--- src/hdl/lpfrb_ram.sv ---
// generic single-write, single-read ram with registered read data
`default_nettype none

module lpfrb_ram #(
  parameter int WIDTH = 8,
  parameter int DEPTH = 256
) (
  input  wire logic                     clk,
  input  wire logic                     we,
  input  wire logic [$clog2(DEPTH)-1:0] waddr,
  input  wire logic [WIDTH-1:0]         wdata,
  input  wire logic [$clog2(DEPTH)-1:0] raddr,
  output logic      [WIDTH-1:0]         rdata
);

  logic [WIDTH-1:0] mem [DEPTH];

  always_ff @(posedge clk) begin
    if (we) begin
      mem[waddr] <= wdata;
    end
    rdata <= mem[raddr];
  end

endmodule

`default_nettype wire

--- config.mk ---
export PLATFORM = sky130hd
export DESIGN_NAME = lpfrb_ram
export DESIGN_NICKNAME = d
export VERILOG_FILES = /design/src/hdl/lpfrb_ram.sv
export SDC_FILE = /design/constraint.sdc
export NUM_CORES = 2
export LEC_CHECK = 0
export ABC_CLOCK_PERIOD_IN_PS = 2700
export BUFFER_PORTS_ARGS = -buffer_cell sky130_fd_sc_hd__clkbuf_2
export CAP_MARGIN = 20
export CELL_PAD_IN_SITES_DETAIL_PLACEMENT = 0
export CELL_PAD_IN_SITES_GLOBAL_PLACEMENT = 2
export CORE_UTILIZATION = 40
export CTS_BUF_LIST = sky130_fd_sc_hd__clkbuf_4 sky130_fd_sc_hd__clkbuf_8
export DETAILED_ROUTE_END_ITERATION = 6
export PLACE_DENSITY = 0.74
export SKIP_CTS_REPAIR_TIMING = 1
export SLEW_MARGIN = 40
export SYNTH_ARGS = -nofsm -noshare
export SYNTH_HDL_FRONTEND = slang
export SYNTH_SLANG_ARGS = --single-unit
--- constraint.sdc ---
create_clock -name clk -period 2.7 [get_ports clk]
set_clock_uncertainty 0.2 [all_clocks]
set_input_delay 0.27 -clock clk [delete_from_list [all_inputs] [get_ports clk]]
set_output_delay 0.27 -clock clk [all_outputs]
set_load 0.02 [all_outputs]
# [Word level (Yosys, flattened, before mapping)]
# Memory sizes are Yosys's and may differ from the RTL's. A register that Yosys moved wholly into a read port is not among the register bits.
# Cells that the tools add are included.
[classes] shift=0 mux=2 magnitude_cmp=0 addsub=0 n_reduce_logical=0 n_bitwise=0 mul=0 eq_ne=0 n_div=0
[op_table] operator="two-way mux 1 bit" count=2
[word_totals] ram_bits=2048 input_bits=26 romBits=0 latch_bits=0 out_inout_bits=8 memories=1 regBits=0 elab_cells=3
[memory_table] memory="mem" words=256 width=8 rd=1 rd_ports_with_merged_regs=1 write_ports=1 line_no="16" rtl="logic [WIDTH-1:0] mem [DEPTH];"

# [Logic depth before layout (Yosys ltp)]
[depth] word_depth=2 depth_mapped=11

# [Worst setup path after synthesis]
# Ideal clock, no wire load.
[synth_path] path_kind="input -> register" start="in raddr[0]" end="reg rdata[2], read port of mem" setup_time_ns=0.131 stages=9 slack_ns=0.292 arrival_ns=2.077 required_ns=2.369 n_path_buf=4 path_cell_list="buf_6 -> buf_12 -> buf_8 -> buf_2 -> mux4_2 -> a22oi_1 -> a21oi_1 -> nor4_1 -> nor4_2"
[synth_rtl] item="start: declaration" line_no="12" rtl="input wire logic [$clog2(DEPTH)-1:0] raddr,"
[synth_rtl] item="end: declaration" line_no="13" rtl="output logic [WIDTH-1:0] rdata"

==> run summary <==
Outcome: finished clean
Endpoints failing hold: 0
Post-Synth Simple-Gate Area: 2.63%
Post-Synthesis Cells: 3,733
Full die area: 201,000 um2
Die height: 448 um
Drt first pass iters: 6
Final wirelength: 209 mm
Mean area per synthesized cell: 21.3 um2
Crit-path max FO: 1
First-pass GRT wire length: 301 mm
Reg power frac: 53.9%
Vias: 41.2k
Ys async rst share: 0%
Gp weighted congestion: 0.839
Multiplexer share of the synthesized area: 14.6%
Setup crit end kind: register
Relative slew slack: 45.5%
Final critical-path required period: 2.69 ns
CP max-delay cell: nor3_2
Synthesized Nets: 3,759
Slew @ Worst Pin: 0.815 ns
Crit path DAT: 3.38 ns
Synth Area in XOR/XNOR: 0%
Hold slack: 0.0318 ns
Initial Util: 40.3%
Initial DRC count: 4,261
IO buf count: 33
Synth Area in Adders: 0%
Proportion of layout cells with a drive suffix above 1: 34.6%
Main flop type after synthesis: edfxtp_1
Core Area: 197,000 um2
CTS Buf Count: 340
DRC violations left: 0
Initial antenna violation count: 15
Setup TNS: 0 ns
Pins Over Slew Limit: 0
Max Root-Sink Buffers: 4
CP Launch Type: register
Vias per cell: 5.56
Final setup viols: 0
Area added between synthesis and finish: 18.6%
Leakage power: 0.0305 uW
Peak Freq: 372 MHz
Tcrit/Tclk final: 99.6%
Hold Path Class: input pin to register
Total gr overflow: 0
Post-layout net count: 4,544
Post-DRT Antenna Nets: 0
Combinational share of power: 5.7%
Switching part of the total: 21.9%
Cell Int Power: 51,100 uW
Worst slack at placement: -1.03 ns
Cell Area, Synth: 79,600 um2
Detailed Place HPWL: 134 mm
Power Density: 694 nW/um2
Die width: 448 um
Clock Sinks: 2,056
Switching power: 14,400 uW
Synth cell types: 55
Number of global-route vias before repair: 41.9k
Number of synthesized register bits: 2,056
Routed len/inst: 28.2 um
Kind of critical path: register to register
Synth warnings: 0
Largest family of logic cells by synthesized area: multiplexers
Critical Path RT: 3.39 ns
Sequential share of the synthesized area: 77.5%
Worst setup margin: 0.0111 ns
Clock transition at the registers of the reported paths: 0.07 ns
Clk Latency, worst-skew pair: 1.06 ns
Cell Chain, Critical Path: mux4_2 -> a22o_1 -> a221oi_1 -> o32ai_1 -> nor3_2 -> nor4_1
Max-cap viol count: 0
# IOs: 34
Clk Tree Root Cell: clkbuf_8
Largest net degree at the start of global routing: 88
EDFF count, synth: 2,048
Total track usage: 20.9%
H-tree depth: 5
Post-synthesis compound-gate area fraction: 3.42%
Clock power share: 40.4%
Num rows: 163
Final core utilization: 47.8%
Slowest stage delay, CP: 0.48 ns
TritonCTS clock tree: done
Maximum vdd drop: 0.363 mV
-- cells in the mapped netlist (3+ instances only) --
master       n  area (um2)
nor2b_1     31         194
o22a_1       5        43.8
a22o_1       8        70.1
nor4_2       3        37.5
buf_4       27         203
nand2_1     33         124
o211ai_1    10        75.1
buf_1       22        82.6
a221oi_1    13         114
a22oi_1    133         998
clkbuf_1   111         417
buf_12       8         160
nand3_1     34         170
and2_1       6        37.5
buf_6       21         236
buf_8       13         195
mux4_2     454       10200
dfxtp_1      8         160
nand2b_1     8        50.1
edfxtp_1  2048       61500
o22ai_1     28         175
mux2i_1    134        1340
or2_2        4        25.0
buf_2       31         155
o221ai_1    46         403
o32ai_1      4        35.0
o21ai_0     10        50.1
nor4_1      24         150
a211oi_1    16         120
a21oi_1     96         480
nand4_1     10        62.6
nor3_1      22         110
nor2_1     282        1060
-- layout make-up --
class | instances | area [um2]
antenna | 11 | 27.5
inverter | 2 | 7.51
sequential | 2056 | 61700
fill | 16352 | 103000
clock inverter | 140 | 943
clock buffer | 441 | 5480
tap | 2640 | 3300
timing repair buffer | 676 | 6360
multi-input combinational | 1442 | 16600
-- cell families after synthesis --
kind of cell           count (synthesis)
buffers and inverters                235
AND/OR/NAND/NOR                      466
multiplexers                         591
AO/OA/AOI/OAI                        385
flip-flops                          2056
-- layer usage --
layer	vias up	share of wire (%)	track usage (%)
li1	17322	-	-
met2	1569	49	33.9
met4	0	2.4	5.73
met1	21984	42	29.0
met5	-	0	0
met3	336	6.8	3.76
-- registers in the layout, indices dropped and copies added, names as in the netlist --
signal,count
mem,2048
rdata,8
-- power groups by stage --
stage / clock network, uW / logic (uW) / registers, uW
finish: 26400 / 3720 / 35300
global route: 28200 / 3920 / 35300
CTS: 26900 / 3730 / 35300
detailed placement: 0 / 3720 / 36000
global placement: 0 / 3680 / 36000
floorplan: 0 / 1710 / 35900
-- through the flow --
step / cells / power (uW) / area (um2)
final: 7408 / 65500 / 94400
after global routing: 7405 / 67400 / 94400
after CTS: 7373 / 66000 / 94000
after detailed placement: 6792 / 39700 / 87600
after global placement: 6792 / 39600 / 87600
after floorplan: 3733 / 37600 / 79600
-- layout by cell type, fill, tap and decap left out, drive strengths merged, types with 10 or more instances in the layout --
cell type / n
a211oi: 16
a21oi: 96
nand2: 33
o21ai: 12
nor2: 282
bufinv: 13
mux4: 456
nand4: 10
nand3: 34
edfxtp: 2048
clkbuf: 462
mux2i: 134
o221ai: 47
nor3: 22
dlygate4sd3: 24
o211ai: 10
clkinv: 122
buf: 631
a221oi: 14
nor4: 27
o22ai: 28
nor2b: 31
a22oi: 133
diode: 11
-- critical path: cells and delay by family, from the launching register on --
| family | cells | cell delay [ns] |
|---|---|---|
| and+or+nand+nor | 2 | 0.59 |
| AOI/OAI and AO/OA | 3 | 0.92 |
| muxes | 1 | 0.47 |
| DFF | 1 | 0.37 |
-- final timing paths --
kind | from | end | slack, ns | depth (start not counted)
max reg2reg | mem[211][3] | rdata[3] | 0.01 | 6
min | wdata[0] | mem[79][0] | 0.03 | 2
max | mem[211][3] | rdata[3] | 0.01 | 6
min reg2reg | mem[33][5] | rdata[5] | 0.84 | 7
(Power assumes the default switching activity.)
