$ cat src/hdl/lpfrb_pkg.sv
// shared constants and types for the length-prefixed frame ring buffer
`default_nettype none

package lpfrb_pkg;

  localparam int DEPTH     = 4096;
  localparam int ADDR_W    = $clog2(DEPTH);
  localparam int CNT_W     = ADDR_W + 1;
  localparam int BYTE_W    = 8;
  localparam int MSG_W     = 16;
  localparam int TOTAL_W   = 16;
  localparam int PLEN_W    = 12;
  localparam int KIND_W    = 3;

  localparam int SIZE_BYTES = 2;
  localparam int HEAD_BYTES = 2;
  localparam int PREFIX_BYTES = SIZE_BYTES + HEAD_BYTES;

  // result tdata layout, lowest bit up
  localparam int DATA_LSB  = 0;
  localparam int MSG_LSB   = DATA_LSB + BYTE_W;
  localparam int PLEN_LSB  = MSG_LSB + MSG_W;
  localparam int FILL_LSB  = PLEN_LSB + PLEN_W;
  localparam int FIELDS_W  = FILL_LSB + CNT_W;
  localparam int TDATA_W   = ((FIELDS_W + 7) / 8) * 8;

  localparam logic OP_PUSH = 1'b0;
  localparam logic OP_POP  = 1'b1;

  localparam logic [KIND_W-1:0] KIND_NOTHING = 3'd0;
  localparam logic [KIND_W-1:0] KIND_PUSHED  = 3'd1;
  localparam logic [KIND_W-1:0] KIND_DROPPED = 3'd2;
  localparam logic [KIND_W-1:0] KIND_START   = 3'd3;
  localparam logic [KIND_W-1:0] KIND_PAYLOAD = 3'd4;
  localparam logic [KIND_W-1:0] KIND_BADLEN  = 3'd5;

  typedef logic [ADDR_W-1:0] addr_t;

  typedef struct packed {
    logic              we;
    addr_t             waddr;
    logic [BYTE_W-1:0] wdata;
    addr_t             raddr;
  } mem_req_t;

endpackage

`default_nettype wire

$ cat src/hdl/lpfrb_ctrl.sv
// pointer, frame state and result sequencer around the byte store
`default_nettype none

module lpfrb_ctrl import lpfrb_pkg::*; (
  input  wire logic               clk,
  input  wire logic               rst,
  input  wire logic               s_tvalid,
  output logic                    s_tready,
  input  wire logic [BYTE_W-1:0]  s_tdata,
  input  wire logic               s_tuser,
  output logic                    m_tvalid,
  input  wire logic               m_tready,
  output logic [TDATA_W-1:0]      m_tdata,
  output logic [KIND_W-1:0]       m_tuser,
  output logic                    m_tlast,
  output mem_req_t                mem_req,
  input  wire logic [BYTE_W-1:0]  rdata
);

  typedef enum logic [6:0] {
    ST_IDLE  = 7'b0000001,
    ST_EXEC  = 7'b0000010,
    ST_PAY   = 7'b0000100,
    ST_SIZE0 = 7'b0001000,
    ST_SIZE1 = 7'b0010000,
    ST_HEAD0 = 7'b0100000,
    ST_HEAD1 = 7'b1000000
  } ctrl_state_t;

  ctrl_state_t        state, state_next;
  logic               op;
  logic [BYTE_W-1:0]  in_byte;
  addr_t              rp, rp_next;
  addr_t              wp, wp_next;
  logic [CNT_W-1:0]   count, count_next;
  logic               in_frame, in_frame_next;
  logic [PLEN_W-1:0]  payload_left, payload_left_next;
  logic [BYTE_W-1:0]  low, low_next;
  logic [PLEN_W-1:0]  plen, plen_next;
  logic [TOTAL_W-1:0] total;
  logic               out_free;
  logic               load;
  logic [KIND_W-1:0]  res_kind;
  logic [BYTE_W-1:0]  res_data;
  logic [MSG_W-1:0]   res_msg;
  logic [PLEN_W-1:0]  res_plen;
  logic               res_last;

  assign s_tready = (state == ST_IDLE);
  assign out_free = !m_tvalid || m_tready;
  assign total    = {rdata, low};

  always_comb begin
    state_next        = state;
    rp_next           = rp;
    wp_next           = wp;
    count_next        = count;
    in_frame_next     = in_frame;
    payload_left_next = payload_left;
    low_next          = low;
    plen_next         = plen;
    load              = 1'b0;
    res_kind          = KIND_NOTHING;
    res_data          = '0;
    res_msg           = '0;
    res_plen          = '0;
    res_last          = 1'b0;
    mem_req.we        = 1'b0;
    mem_req.waddr     = wp;
    mem_req.wdata     = in_byte;
    mem_req.raddr     = rp;
    unique case (state)
      ST_IDLE: begin
        if (s_tvalid) begin
          state_next = ST_EXEC;
        end
      end
      ST_EXEC: begin
        if (op == OP_PUSH) begin
          if (out_free) begin
            load       = 1'b1;
            state_next = ST_IDLE;
            if (32'(count) >= DEPTH) begin
              res_kind = KIND_DROPPED;
            end else begin
              mem_req.we = 1'b1;
              wp_next    = wp + addr_t'(1);
              count_next = count + CNT_W'(1);
              res_kind   = KIND_PUSHED;
            end
          end
        end else if (in_frame) begin
          if (count != '0 && payload_left != '0) begin
            state_next = ST_PAY;
          end else if (out_free) begin
            load              = 1'b1;
            in_frame_next     = 1'b0;
            payload_left_next = '0;
            state_next        = ST_IDLE;
          end
        end else if (32'(count) >= SIZE_BYTES) begin
          state_next = ST_SIZE0;
        end else if (out_free) begin
          load       = 1'b1;
          state_next = ST_IDLE;
        end
      end
      ST_PAY: begin
        if (out_free) begin
          load              = 1'b1;
          res_kind          = KIND_PAYLOAD;
          res_data          = rdata;
          rp_next           = rp + addr_t'(1);
          count_next        = count - CNT_W'(1);
          payload_left_next = payload_left - PLEN_W'(1);
          if (payload_left == PLEN_W'(1)) begin
            in_frame_next = 1'b0;
            res_last      = 1'b1;
          end
          state_next = ST_IDLE;
        end
      end
      ST_SIZE0: begin
        mem_req.raddr = rp + addr_t'(1);
        low_next      = rdata;
        state_next    = ST_SIZE1;
      end
      ST_SIZE1: begin
        mem_req.raddr = rp + addr_t'(1);
        if (32'(total) < PREFIX_BYTES || 32'(total) > DEPTH) begin
          if (out_free) begin
            load       = 1'b1;
            res_kind   = KIND_BADLEN;
            rp_next    = rp + addr_t'(SIZE_BYTES);
            count_next = count - CNT_W'(SIZE_BYTES);
            state_next = ST_IDLE;
          end
        end else if (32'(count) >= 32'(total)) begin
          mem_req.raddr = rp + addr_t'(2);
          plen_next     = PLEN_W'(total - TOTAL_W'(PREFIX_BYTES));
          state_next    = ST_HEAD0;
        end else if (out_free) begin
          load       = 1'b1;
          state_next = ST_IDLE;
        end
      end
      ST_HEAD0: begin
        mem_req.raddr = rp + addr_t'(3);
        low_next      = rdata;
        state_next    = ST_HEAD1;
      end
      ST_HEAD1: begin
        mem_req.raddr = rp + addr_t'(3);
        if (out_free) begin
          load       = 1'b1;
          res_kind   = KIND_START;
          res_msg    = {rdata, low};
          res_plen   = plen;
          rp_next    = rp + addr_t'(PREFIX_BYTES);
          count_next = count - CNT_W'(PREFIX_BYTES);
          if (plen != '0) begin
            in_frame_next     = 1'b1;
            payload_left_next = plen;
          end
          state_next = ST_IDLE;
        end
      end
      default: begin
        state_next = ST_IDLE;
      end
    endcase
  end

  always_ff @(posedge clk) begin
    if (rst) begin
      state        <= ST_IDLE;
      rp           <= '0;
      wp           <= '0;
      count        <= '0;
      in_frame     <= 1'b0;
      payload_left <= '0;
      m_tvalid     <= 1'b0;
    end else begin
      state        <= state_next;
      rp           <= rp_next;
      wp           <= wp_next;
      count        <= count_next;
      in_frame     <= in_frame_next;
      payload_left <= payload_left_next;
      if (load) begin
        m_tvalid <= 1'b1;
      end else if (m_tready) begin
        m_tvalid <= 1'b0;
      end
    end
  end

  always_ff @(posedge clk) begin
    low  <= low_next;
    plen <= plen_next;
    if (s_tvalid && s_tready) begin
      op      <= s_tuser;
      in_byte <= s_tdata;
    end
    if (load) begin
      m_tdata  <= TDATA_W'({count_next, res_plen, res_msg, res_data});
      m_tuser  <= res_kind;
      m_tlast  <= res_last;
    end
  end

endmodule

`default_nettype wire

$ cat config.mk
export PLATFORM = sky130hd
export DESIGN_NAME = lpfrb_ctrl
export DESIGN_NICKNAME = d
export VERILOG_FILES = /design/src/hdl/lpfrb_pkg.sv /design/src/hdl/lpfrb_ctrl.sv
export SDC_FILE = /design/constraint.sdc
export NUM_CORES = 1
export LEC_CHECK = 0
export ABC_AREA = 1
export BUFFER_PORTS_ARGS = -buffer_cell sky130_fd_sc_hd__buf_2
export CAP_MARGIN = 25
export CORE_MARGIN = 5
export CORE_UTILIZATION = 64
export CTS_CLUSTER_SIZE = 25
export DETAILED_ROUTE_END_ITERATION = 10
export PLACE_DENSITY_LB_ADDON = 0.15
export SYNTH_ARGS = -nofsm -noshare
export SYNTH_HDL_FRONTEND = slang
export SYNTH_SLANG_ARGS = --single-unit
$ cat constraint.sdc
create_clock -name clk -period 4.51 [get_ports clk]
set_clock_uncertainty 0.1 [all_clocks]
set_input_delay 0.6765 -clock clk [delete_from_list [all_inputs] [get_ports clk]]
set_output_delay 0.6765 -clock clk [all_outputs]
set_load 0.05 [all_outputs]
Word level (Yosys, flattened, before mapping):

Cells that the tools add are included.

* bits in registers: 140
* word-level logic and storage cells: 140
* input bits: 21
* output and inout port bits: 95

* magnitude comparators: 5
* bitwise gates (word level): 3
* reductions and logical operators: 21
* eq/ne operators: 19
* add/sub/neg operators: 11
* mux-type cells: 65

Operators by type and width (number)
* $mux 12: 13
* $pmux 12 s3: 3
* $mux 13: 7
* $mux 7: 8
* $pmux 13 s4: 1
* $pmux 7 s6: 1
* $add 12x1->12 const B: 2
* $add 12x2->12 const B: 2
* $reduce_bool 12->1: 2
* $mux 1: 22
* $ne 2x2->1 const B: 11
* $ge 13x16->1: 1
* $gt 16x13->1 const B: 1
* $lt 16x3->1 const B: 1
* $add 13x1->13 const B: 1
* $ge 13x13->1 const B: 1
* $ge 13x2->1 const B: 1
* $reduce_bool 13->1: 1
* $sub 13x1->13 const B: 1
* $sub 13x2->13 const B: 1
* $sub 13x3->13 const B: 1
* $add 12x3->12 const B: 1
* $eq 12x1->1 const B: 1
* $pmux 3 s4: 1
* 25 further kinds: 39

Longest topological paths before layout:

* depth in word-level cells: 8
* mapped depth: 16
* mapped depth without buffers: 16

Least setup slack after synthesis:

No wires, ideal clock.

* path type: input -> output
* from: in rdata[4]
* to: out mem_req[11] (netlist name)
* required time: 3.733 ns
* arrival time: 2.604 ns
* buffers on the path: 1
* stages on the path: 11
* slack: 1.130 ns
* cells stage by stage: inv_1 ha_1 inv_1 nor4_1 nand2_1 nand2_1 buf_2 nand3_1 nand2_1 nor2_1 a21oi_1

RTL lines
* start: declaration: line lpfrb_ctrl.sv:17 `input wire logic [BYTE_W-1:0] rdata`
* end: declaration: line lpfrb_ctrl.sv:16 `output mem_req_t mem_req,`

==> results.py <==
metrics = {
    "detailed_routing": {
        "antenna_left": 0,
        "vias_per_cell": 5.84,
        "drc": 0,
        "dr.first_iter.drc_count": 1018,
        "drt_wl_total_um": 26800,
        "vias": 9144,
        "firstDrtPassIters": 6,
        "wl_per_cell_um": 17.1,
    },
    "critical_path": {
        "path_buf_inv": 1,
        "rrSetupSlack_ns": 1.11,
        "crit_type": "flip-flop to output pin",
        "cp_data_required_time_ns": 3.73,
        "path_cells": "ha_1, a21oi_1, o21ai_0, a21oi_1, nand2_1, nand2_2, nand2_2, nand2_2, nand2_1, a21oi_1, buf_2",
        "worstPathArrival_ns": 3.30,
        "startpoint_type": "flip-flop",
        "cp_slowest_cell": "dfxtp_1",
        "slowest_delay_ns": 0.64,
        "crit_path_max_fanout": 12,
        "end_kind": "output pin",
        "crit_family": "simple AND/OR/NAND/NOR gates",
    },
    "clock_network": {
        "cts_setup_buffers": 0,
        "cts_resized": 0,
        "clock_sinks": 140,
        "clk_latency_ns": 0.43,
        "h-tree-depth": 4,
        "cts_hold_buffers": 0,
        "cts_tree": "built",
        "root_buffer": "clkbuf_16",
        "clockBufferDepth": 2,
        "numCtsBuffers": 17,
        "clkTransAtPathRegs_ns": 0.06,
    },
    "min_path": {
        "min_path_type": "input port to flip-flop",
    },
    "cells_and_area": {
        "final_cell_mix": "nand2_1, nor2_1, inv_1, buf_2, nand3_1",
        "layout.nets": 1427,
        "antennaDiodeCount": 0,
        "layout_commonest_cell": "nand2_1",
        "final_area_mm2": 0.0104,
        "drive_gt1_share_pct": 14.6,
        "area_growth_pct": 12.6,
    },
    "sta": {
        "finalCritPeriodShare_pct": 90.3,
        "rsz0062_at_grt": "false",
        "tns_ns": 0,
        "hold_violations": 0,
        "clock.fmax_ghz": 0.246,
        "worst_slew_pin_slew_ns": 0.932,
        "setup_viol": 0,
        "min_period_ns": 4.07,
        "slew_viol_final": 0,
        "maxSlewHeadroom_pct": 37.8,
    },
    "die": {
        "num_rows": 43,
        "die_h_um": 130,
        "die_area_mm2": 0.0169,
        "fp.dieW_um": 130,
        "core_mm2": 0.0140,
        "start_util_pct": 65.9,
        "io_pins": 116,
    },
    "place": {
        "io_buffers": 108,
        "dpl.hpwl_um": 18800,
        "place_area_mm2": 0.00981,
        "gp_congestion": 0.978,
    },
    "yosys": {
        "ys_seq_area_share_pct": 39.3,
        "async_reset_ff_share_pct": 0,
        "syn_inst": 1281,
        "ys_warn_count": 0,
        "synth-main-ff-cell": "edfxtp_1",
        "synth_edf_count": 82,
        "synth.ff_latch_count": 140,
        "syn_area_mm2": 0.00922,
        "synth_cell_types": 49,
        "synth.avg_cell_area_um2": 7.20,
    },
    "grt": {
        "grt_use_total_pct": 31.6,
        "grt-ovfl-total": 0,
        "grt_max_degree": 41,
        "grt_pass1_vias": 8412,
        "grt_pass1_wl_um": 41800,
        "antenna_found_initial": 0,
    },
    "power_and_ir_drop": {
        "p_per_area_mw_per_mm2": 380,
        "irDropWorstVdd_mv": 0.354,
        "leakagePower_nw": 4.97,
    },
    "run_status": {
        "status": "completed",
    },
    "flow_run": {
        "maxCapViolCount": 0,
    },
}
-- state kept, by name, summed over array words and instances, names as in the netlist --
signal,flops
low,8
plen,12
rp,12
m_tvalid,1
op,1
count,13
m_tdata,49
wp,12
state,7
payload_left,12
m_tuser,3
m_tlast,1
in_byte,8
in_frame,1
-- routing by layer --
layer	GRT usage (%)	wire, um	up-vias
met5	0	0	-
li1	-	-	4346
met4	14.8	1060	0
met2	49.0	12000	564
met3	8.43	3020	98
met1	41.5	10700	4136
-- layout make-up --
cell class | instances | area, um^2
flip-flops and latches | 140 | 3620
repair buffers | 118 | 628
well taps | 180 | 225
fillers | 1143 | 3600
multi-input cells | 928 | 4700
clock buffers | 17 | 425
clock inverters | 15 | 151
inverters | 169 | 637
-- power breakdown --
part           leakage, nW  internal, mW  switching, mW  total, mW
sequential            1.26          1.45         0.0705       1.52
clock                0.274         0.776          0.605       1.38
combinational         3.44         0.278          0.763       1.04
-- metrics by stage --
stage	std cells	setup slack [ns]	power [mW]	util [%]	hold WS, ns
6_report	1567	0.437	3.94	74.2	0.317
5_1_grt	1567	0.184	4.13	74.2	0.305
4_1_cts	1567	0.460	3.93	74.2	0.308
3_5_place_dp	1535	0.660	2.56	70.1	0.387
3_3_place_gp	1535	0.861	2.54	70.1	0.368
2_1_floorplan	1287	1.13	2.34	-	0.351
-- final timing paths --
check	startpoint	end	cells after the start
hold / removal	s_tdata[1]	in_byte[1]	1
setup reg to reg	count[11]	m_tdata[46]	11
hold reg to reg	low[1]	plen[1]	0
setup / recovery	count[11]	mem_req[9]	11
-- cell usage after synthesis (3+ instances only) --
cell type	instances	area, um^2
buf_2	16	80.1
xor2_1	31	272
nand3b_1	4	30.0
nor3_1	17	85.1
o22ai_1	6	37.5
edfxtp_1	82	2460
nand3_1	101	505
clkbuf_1	14	52.6
o21ai_1	6	30.0
nor2_1	203	762
nand4_1	25	156
o211ai_1	7	52.6
nand3_2	3	30.0
dfxtp_1	58	1160
nand2_4	5	56.3
buf_6	4	45.0
inv_2	8	30.0
a21oi_2	4	35.0
a21oi_1	59	295
ha_1	32	400
nand2_1	294	1100
nor4_1	4	25.0
or2_2	4	25.0
xnor2_1	3	26.3
nand2_2	6	37.5
nor2_4	8	90.1
o21ai_0	73	365
nor2_8	3	60.1
buf_4	13	97.6
nor2_2	6	37.5
inv_1	158	593
-- cell families (layout without fill, tap and decap cells) --
family,after synthesis,in the layout,share of synthesized area (%)
XOR/XNOR,34,34,3.23
adder cells (fa/ha/maj),32,32,4.34
AND/OR/NAND/NOR,689,689,33.2
flip-flops,140,140,39.3
other,1,7,0.0407
AO/OA/AOI/OAI,166,166,9.85
buffers and inverters,219,319,10.0
(Power assumes the default switching activity.)
